**config.mk**
```make
export PLATFORM = sky130hd
export DESIGN_NAME = bssc_cell
export DESIGN_NICKNAME = d
export VERILOG_FILES = /design/src/rtl/bssc_pkg.sv /design/src/rtl/bssc_cell.sv
export SDC_FILE = /design/constraint.sdc
export NUM_CORES = 1
export LEC_CHECK = 0
export BUFFER_PORTS_ARGS = -buffer_cell sky130_fd_sc_hd__buf_2
export CORE_ASPECT_RATIO = 0.8
export CORE_MARGIN = 5
export CORE_UTILIZATION = 34
export CTS_CLUSTER_SIZE = 30
export DETAILED_ROUTE_END_ITERATION = 10
export MAX_ROUTING_LAYER = met4
export SLEW_MARGIN = 20
export SYNTH_ARGS = -nofsm -noshare
export SYNTH_HDL_FRONTEND = slang
export SYNTH_SLANG_ARGS = --single-unit
export TNS_END_PERCENT = 20
```
**constraint.sdc**
```tcl
create_clock -name clk -period 5.6 [get_ports clk]
set_input_delay 0.28 -clock clk [delete_from_list [all_inputs] [get_ports clk]]
set_output_delay 0.28 -clock clk [all_outputs]
set_load 0.01 [all_outputs]
```
**src/rtl/bssc_pkg.sv**
```systemverilog
`timescale 1ns / 1ps

package bssc_pkg;

    localparam int MAX_VALUE = 128;
    localparam int VAL_W     = $clog2(MAX_VALUE + 1);
    localparam int SCORE_W   = 8;
    localparam int CMP_W     = (VAL_W > SCORE_W) ? VAL_W : SCORE_W;
    localparam int WAYS_W    = 30;
    localparam int SUM3_W    = WAYS_W + 2;
    localparam int CNT_W     = $clog2(MAX_VALUE + 1);
    localparam int ADDR_W    = 3;
    localparam int DATA_W    = 32;

    localparam logic [WAYS_W-1:0]  WAYS_MOD        = WAYS_W'(1000000007);
    localparam logic [SCORE_W-1:0] MAX_VALUE_RESET = SCORE_W'(128);

    // word index taken from paddr[2]
    localparam logic REG_MAX_VALUE = 1'b0;

    typedef enum logic {
        ST_IDLE,
        ST_BUSY
    } state_t;

    typedef struct packed {
        logic               update;
        logic               first;
        logic [SCORE_W-1:0] score;
        logic [VAL_W-1:0]   lim;
    } cell_ctl_t;

    function automatic logic [WAYS_W-1:0] mod_add2(
        input logic [WAYS_W-1:0] a,
        input logic [WAYS_W-1:0] b
    );
        logic [WAYS_W:0] s;
        logic [WAYS_W:0] d;
        s = {1'b0, a} + {1'b0, b};
        d = s - {1'b0, WAYS_MOD};
        return (s >= {1'b0, WAYS_MOD}) ? d[WAYS_W-1:0] : s[WAYS_W-1:0];
    endfunction

    // inputs are below the modulus, so the sum stays below three times it
    function automatic logic [WAYS_W-1:0] mod_add3(
        input logic [WAYS_W-1:0] a,
        input logic [WAYS_W-1:0] b,
        input logic [WAYS_W-1:0] c
    );
        logic [SUM3_W-1:0] s;
        logic [SUM3_W-1:0] p1;
        logic [SUM3_W-1:0] p2;
        logic [SUM3_W-1:0] r;
        p1 = SUM3_W'(WAYS_MOD);
        p2 = p1 + p1;
        s  = SUM3_W'(a) + SUM3_W'(b) + SUM3_W'(c);
        if (s >= p2)
        begin
            r = s - p2;
        end
        else if (s >= p1)
        begin
            r = s - p1;
        end
        else
        begin
            r = s;
        end
        return r[WAYS_W-1:0];
    endfunction

endpackage

```
**src/rtl/bssc_cell.sv**
```systemverilog
`timescale 1ns / 1ps

module bssc_cell (
    input  logic                        clk,
    input  logic                        rst_n,
    input  logic [bssc_pkg::VAL_W-1:0]  idx,
    input  bssc_pkg::cell_ctl_t         ctl,
    input  logic [bssc_pkg::WAYS_W-1:0] left_count,
    input  logic [bssc_pkg::WAYS_W-1:0] right_count,
    output logic [bssc_pkg::WAYS_W-1:0] count_out,
    input  logic [bssc_pkg::WAYS_W-1:0] sum_in,
    output logic [bssc_pkg::WAYS_W-1:0] sum_out
);

    logic [bssc_pkg::WAYS_W-1:0] count_reg;
    logic [bssc_pkg::WAYS_W-1:0] count_next;
    logic [bssc_pkg::WAYS_W-1:0] sum_reg;
    logic [bssc_pkg::WAYS_W-1:0] sum_next;
    logic                        in_range;
    logic                        match;
    logic                        allowed;

    assign in_range = (idx <= ctl.lim);
    assign match    = (ctl.score == '0)
                   || (bssc_pkg::CMP_W'(ctl.score) == bssc_pkg::CMP_W'(idx));
    assign allowed  = in_range && match;

    always_comb
    begin
        count_next = count_reg;
        if (ctl.update)
        begin
            if (!allowed)
            begin
                count_next = '0;
            end
            else if (ctl.first)
            begin
                count_next = bssc_pkg::WAYS_W'(1);
            end
            else
            begin
                count_next = bssc_pkg::mod_add3(left_count, count_reg, right_count);
            end
        end
    end

    // running total ripples one cell per cycle toward the end of the row
    assign sum_next = bssc_pkg::mod_add2(sum_in, count_reg);

    always_ff @(posedge clk or negedge rst_n)
    begin
        if (!rst_n)
        begin
            count_reg <= '0;
            sum_reg   <= '0;
        end
        else
        begin
            count_reg <= count_next;
            sum_reg   <= sum_next;
        end
    end

    // counts above the limit read as zero to the neighbors
    assign count_out = in_range ? count_reg : '0;
    assign sum_out   = sum_reg;

    a_count_reduced: assert property (@(posedge clk) disable iff (!rst_n)
        count_reg < bssc_pkg::WAYS_MOD)
        else $error("cell count not reduced");

    a_sum_reduced: assert property (@(posedge clk) disable iff (!rst_n)
        sum_reg < bssc_pkg::WAYS_MOD)
        else $error("cell running sum not reduced");

    a_count_hold: assert property (@(posedge clk) disable iff (!rst_n)
        !ctl.update |=> $stable(count_reg))
        else $error("cell count changed without an update");

endmodule

```
==> impl_results.md <==
- GRT Total Usage: 0.198
- Post-route met1 wirelength: 14700 um
- Worst hold path class: in -> async
- Most common cell after layout, fill and taps aside: sky130_fd_sc_hd__buf_2
- Status: completed
- Per-cell via count in the routed design: 5.53
- Total length of routed wires: ~30000 um
- Area overhead of the layout relative to synthesis: 17.9%
- Cell type with the largest total area after synthesis: sky130_fd_sc_hd__dfrtp_1
- Max Fclk: roughly 190 MHz
- Synthesized instance count: roughly 1.1k
- Number of warning messages in the yosys log: 0
- First-pass detailed-route iteration total: 5
- Proportion of power drawn by combinational gates: 0.543
- Die extent in y: 155 um
- Post-Synthesis Mean Instance Area: 8.10 um^2
- Average wire length per cell after detail routing: 18.2 um
- Die Outline Area: just under 30000 um^2
- Pin count of the biggest net entering global routing: just over 60
- Post-layout min period: between 5 and 6 ns
- Measured slew at the worst slew-check pin: between 1 and 1.5 ns
- Total clock buffers created by CTS: 9
- Multi-input gate area: approximately 7200 um^2
- Remaining global-route overflow: 0
- Ratio of cells with drive above 1 in the final layout: 0.197
- Sequential share of power: 0.203
- Unrepaired setup endpoints after global routing: no
- Internal power consumption: approximately 1300 uW
- Clock Path Buffers: 2
- Number of nets with antenna violations after detailed routing: 0
- Count of max-cap constraint violations: 0
- Total via count after detailed routing: roughly 9.1k
- Most area-consuming cells after synthesis: sky130_fd_sc_hd__dfrtp_1 (17%), sky130_fd_sc_hd__ha_1 (9.9%), sky130_fd_sc_hd__fa_1 (7.1%)
- HPWL reported at the end of detailed placement: 25200 um
- Global-route wire length before repair: 46200 um
- Switching share of power: 0.426
- TritonCTS clock tree: yes
- Width of the die: ~190 um
- FF/Latch Area: about 1500 um^2
- Total met3 wirelength after detailed routing: 2280 um
- Area share of the largest cell type after synthesis: 0.167
- Worst-path fanout max: 15
- Highest-count cells in the layout ignoring fill and taps: sky130_fd_sc_hd__buf_2 (177), sky130_fd_sc_hd__nand2_1 (108), sky130_fd_sc_hd__a21oi_1 (88)
- Path depth of the worst reg2reg path: 18
- Clock Root Buffer: sky130_fd_sc_hd__clkbuf_16
- Number of buffers inserted for hold repair after clock tree synthesis: 0
- Number of pins exceeding their max-slew limit in the final report: 0
- Number of distinct library cells after synthesis: 93
- Top-Level Pins: 178
- Final Hold Vio Count: 0
- Vias in the first global route: roughly 8.4k
- Final weighted congestion of routability-driven global placement: 0.957
- Number of DRC violations after detailed routing: 0
- Routed wl met2: 12600 um
- Syn nets: 1331
- Total number of nets in the final design: 1497
- Post-synth EDFFs: 0
- Placed cell count: 1622
- Antenna violations before repair: 1
- CTS clock-pin slew for the worst setup and hold paths: 0.06 ns
- Minimum hold slack: 0.111 ns
- Clock Skews: ~0.010 ns
- Final sum of negative setup slack: 0 ns
- Worst ir drop on vdd: about 0.10 mV
- Worst slack, placed: around 0.46 ns
- Startpoint kind of the worst setup timing path: flip-flop
- Sequential share of the synthesized area: 0.167
- Crit. End Element: flip-flop
- Post-Syn Area: ~9000 um^2
- Most used flip-flop cell after synthesis: sky130_fd_sc_hd__dfrtp_1
- Number of levels the H-tree was split into: 3
- Count of endpoints failing setup in the final report: 0
- CTS sink cnt: 60
- Net switching power: 962 uW
- Total of fill cells in the finished design: 2747
- Number of standard cells in the layout, taps in and fillers out: 1639
- Clock insertion delay at the later pin of the skew report: 0.33 ns
- Flip-flop and latch count after synthesis: 60
- Power density of the placed cells: ~210 nW/um^2
- Relative contribution of the clock network to total power: 0.254
- Max-Slew Margin vs Limit: 0.315
- Final setup slack of the worst path: 0.409 ns
- Fraction of registers with async set/reset: 1.00
- Post-CTS repair timing setup buffer count: 0
- Quantity of I/O buffers inserted on ports: 177
- Row count: 53
- Top sig layer: met4
- Initial DRC count: 756
- Required time reported for the critical path endpoint: about 5.8 ns
- Arrival @ worst endpoint: 5.40 ns
- Part of the cycle the worst path needs: 0.927
- Worst Path Class, Setup: reg -> reg
- Core footprint: 26200 um^2
- Initial core utilization: 0.343
- Number of cells upsized or downsized after cts: 0
- Static leakage: 0.00487 uW
-- critical path: stages (launching register included) --
cell                       delay, ns
sky130_fd_sc_hd__dfrtp_1        0.46
sky130_fd_sc_hd__fa_1           0.51
sky130_fd_sc_hd__ha_1           0.16
sky130_fd_sc_hd__inv_1          0.05
sky130_fd_sc_hd__fa_1           0.44
sky130_fd_sc_hd__nor2b_2        0.19
sky130_fd_sc_hd__o221a_2        0.34
sky130_fd_sc_hd__o211ai_2       0.19
sky130_fd_sc_hd__nand3_1        0.12
sky130_fd_sc_hd__nor3b_2        0.32
sky130_fd_sc_hd__nor4bb_1       0.26
sky130_fd_sc_hd__buf_4          0.20
sky130_fd_sc_hd__a22oi_1        0.12
sky130_fd_sc_hd__o41ai_2        0.41
sky130_fd_sc_hd__buf_12         0.18
sky130_fd_sc_hd__nand2_2        0.22
sky130_fd_sc_hd__a31oi_1        0.41
sky130_fd_sc_hd__a21oi_1        0.11
sky130_fd_sc_hd__or3_1          0.35
-- per-layer routing --
| layer | GRT usage | vias up |
|---|---|---|
| li1 | - | 4481 |
| met3 | 0.0321 | 14 |
| met2 | 0.283 | 325 |
| met4 | 0.0308 | 0 |
| met1 | 0.297 | 4249 |
| met5 | - | - |
-- logic make-up (layout without fill, tap and decap cells) --
family                     Yosys count  in the layout  synth area share
and+or+nand+nor                    388            388             0.224
AOI/OAI and AO/OA                  370            370             0.293
adders and majority gates          103            103             0.170
xor gates and xnor gates           100            100            0.0983
buffers and inverters               80            251            0.0369
DFF                                 60             60             0.167
muxes                                9              9            0.0106
other                                0              1                 0
-- Yosys cell counts, types with 7 or more instances --
cell                        instances
sky130_fd_sc_hd__buf_2             13
sky130_fd_sc_hd__o21a_1            13
sky130_fd_sc_hd__and3_1            13
sky130_fd_sc_hd__o211ai_1          10
sky130_fd_sc_hd__nor3b_1            7
sky130_fd_sc_hd__a21oi_1           88
sky130_fd_sc_hd__nor3_1            22
sky130_fd_sc_hd__o31ai_1           11
sky130_fd_sc_hd__o2bb2ai_1         24
sky130_fd_sc_hd__nor4_1            12
sky130_fd_sc_hd__dfrtp_1           60
sky130_fd_sc_hd__or2_2              7
sky130_fd_sc_hd__and2_1            44
sky130_fd_sc_hd__ha_1              71
sky130_fd_sc_hd__o21ai_0           55
sky130_fd_sc_hd__or3_1             12
sky130_fd_sc_hd__nand2_1          108
sky130_fd_sc_hd__nand3_1           34
sky130_fd_sc_hd__nand4_1           18
sky130_fd_sc_hd__o21bai_1          10
sky130_fd_sc_hd__nor2_1            63
sky130_fd_sc_hd__inv_1             41
sky130_fd_sc_hd__a31oi_1           16
sky130_fd_sc_hd__a21o_1            28
sky130_fd_sc_hd__o221ai_1           8
sky130_fd_sc_hd__clkbuf_1          22
sky130_fd_sc_hd__a21boi_0           7
sky130_fd_sc_hd__xnor2_1           61
sky130_fd_sc_hd__fa_1              32
sky130_fd_sc_hd__a211oi_1          16
sky130_fd_sc_hd__xor2_1            38
sky130_fd_sc_hd__nand2b_1          13
-- stage by stage --
stage	total power (uW)	util	cell area, um^2
finish	2260	0.405	10600
global route	2420	0.405	10600
CTS	2270	0.404	10600
detailed placement	1680	0.393	10300
global placement	1680	0.393	10300
floorplan	1330	-	8990
-- path summary, 6_finish.rpt --
| path | from | end | slack, ns |
|---|---|---|---|
| worst max-delay path | count_reg[1] | count_reg[5] | 0.41 |
| worst min-delay path | rst_n | sum_out[21] | 0.11 |
| worst max register to register | count_reg[1] | count_reg[5] | 0.41 |
| worst min register to register | count_reg[10] | count_reg[10] | 0.58 |
| max in group asynchronous | rst_n | count_reg[9] | 4.95 |
| min in group clk | ctl[16] | count_reg[0] | 0.25 |
-- area by class of cell --
cell class	count	area share
Sequential cell	60	0.142
Timing Repair Buffer	193	0.0961
Tap cell	357	0.0421
Multi-Input combinational cell	970	0.675
Clock buffer	11	0.0238
Clock inverter	5	0.00567
Antenna cell	1	0.000236
Inverter	42	0.0149
-- power groups by stage --
stage          logic, uW  clock network (uW)  registers, uW
5_1_grt             1350                 613            461
6_report            1230                 573            459
2_1_floorplan        857                   0            478
4_1_cts             1220                 591            460
3_3_place_gp        1210                   0            468
3_5_place_dp        1210                   0            467
(Power assumes the default switching activity.)
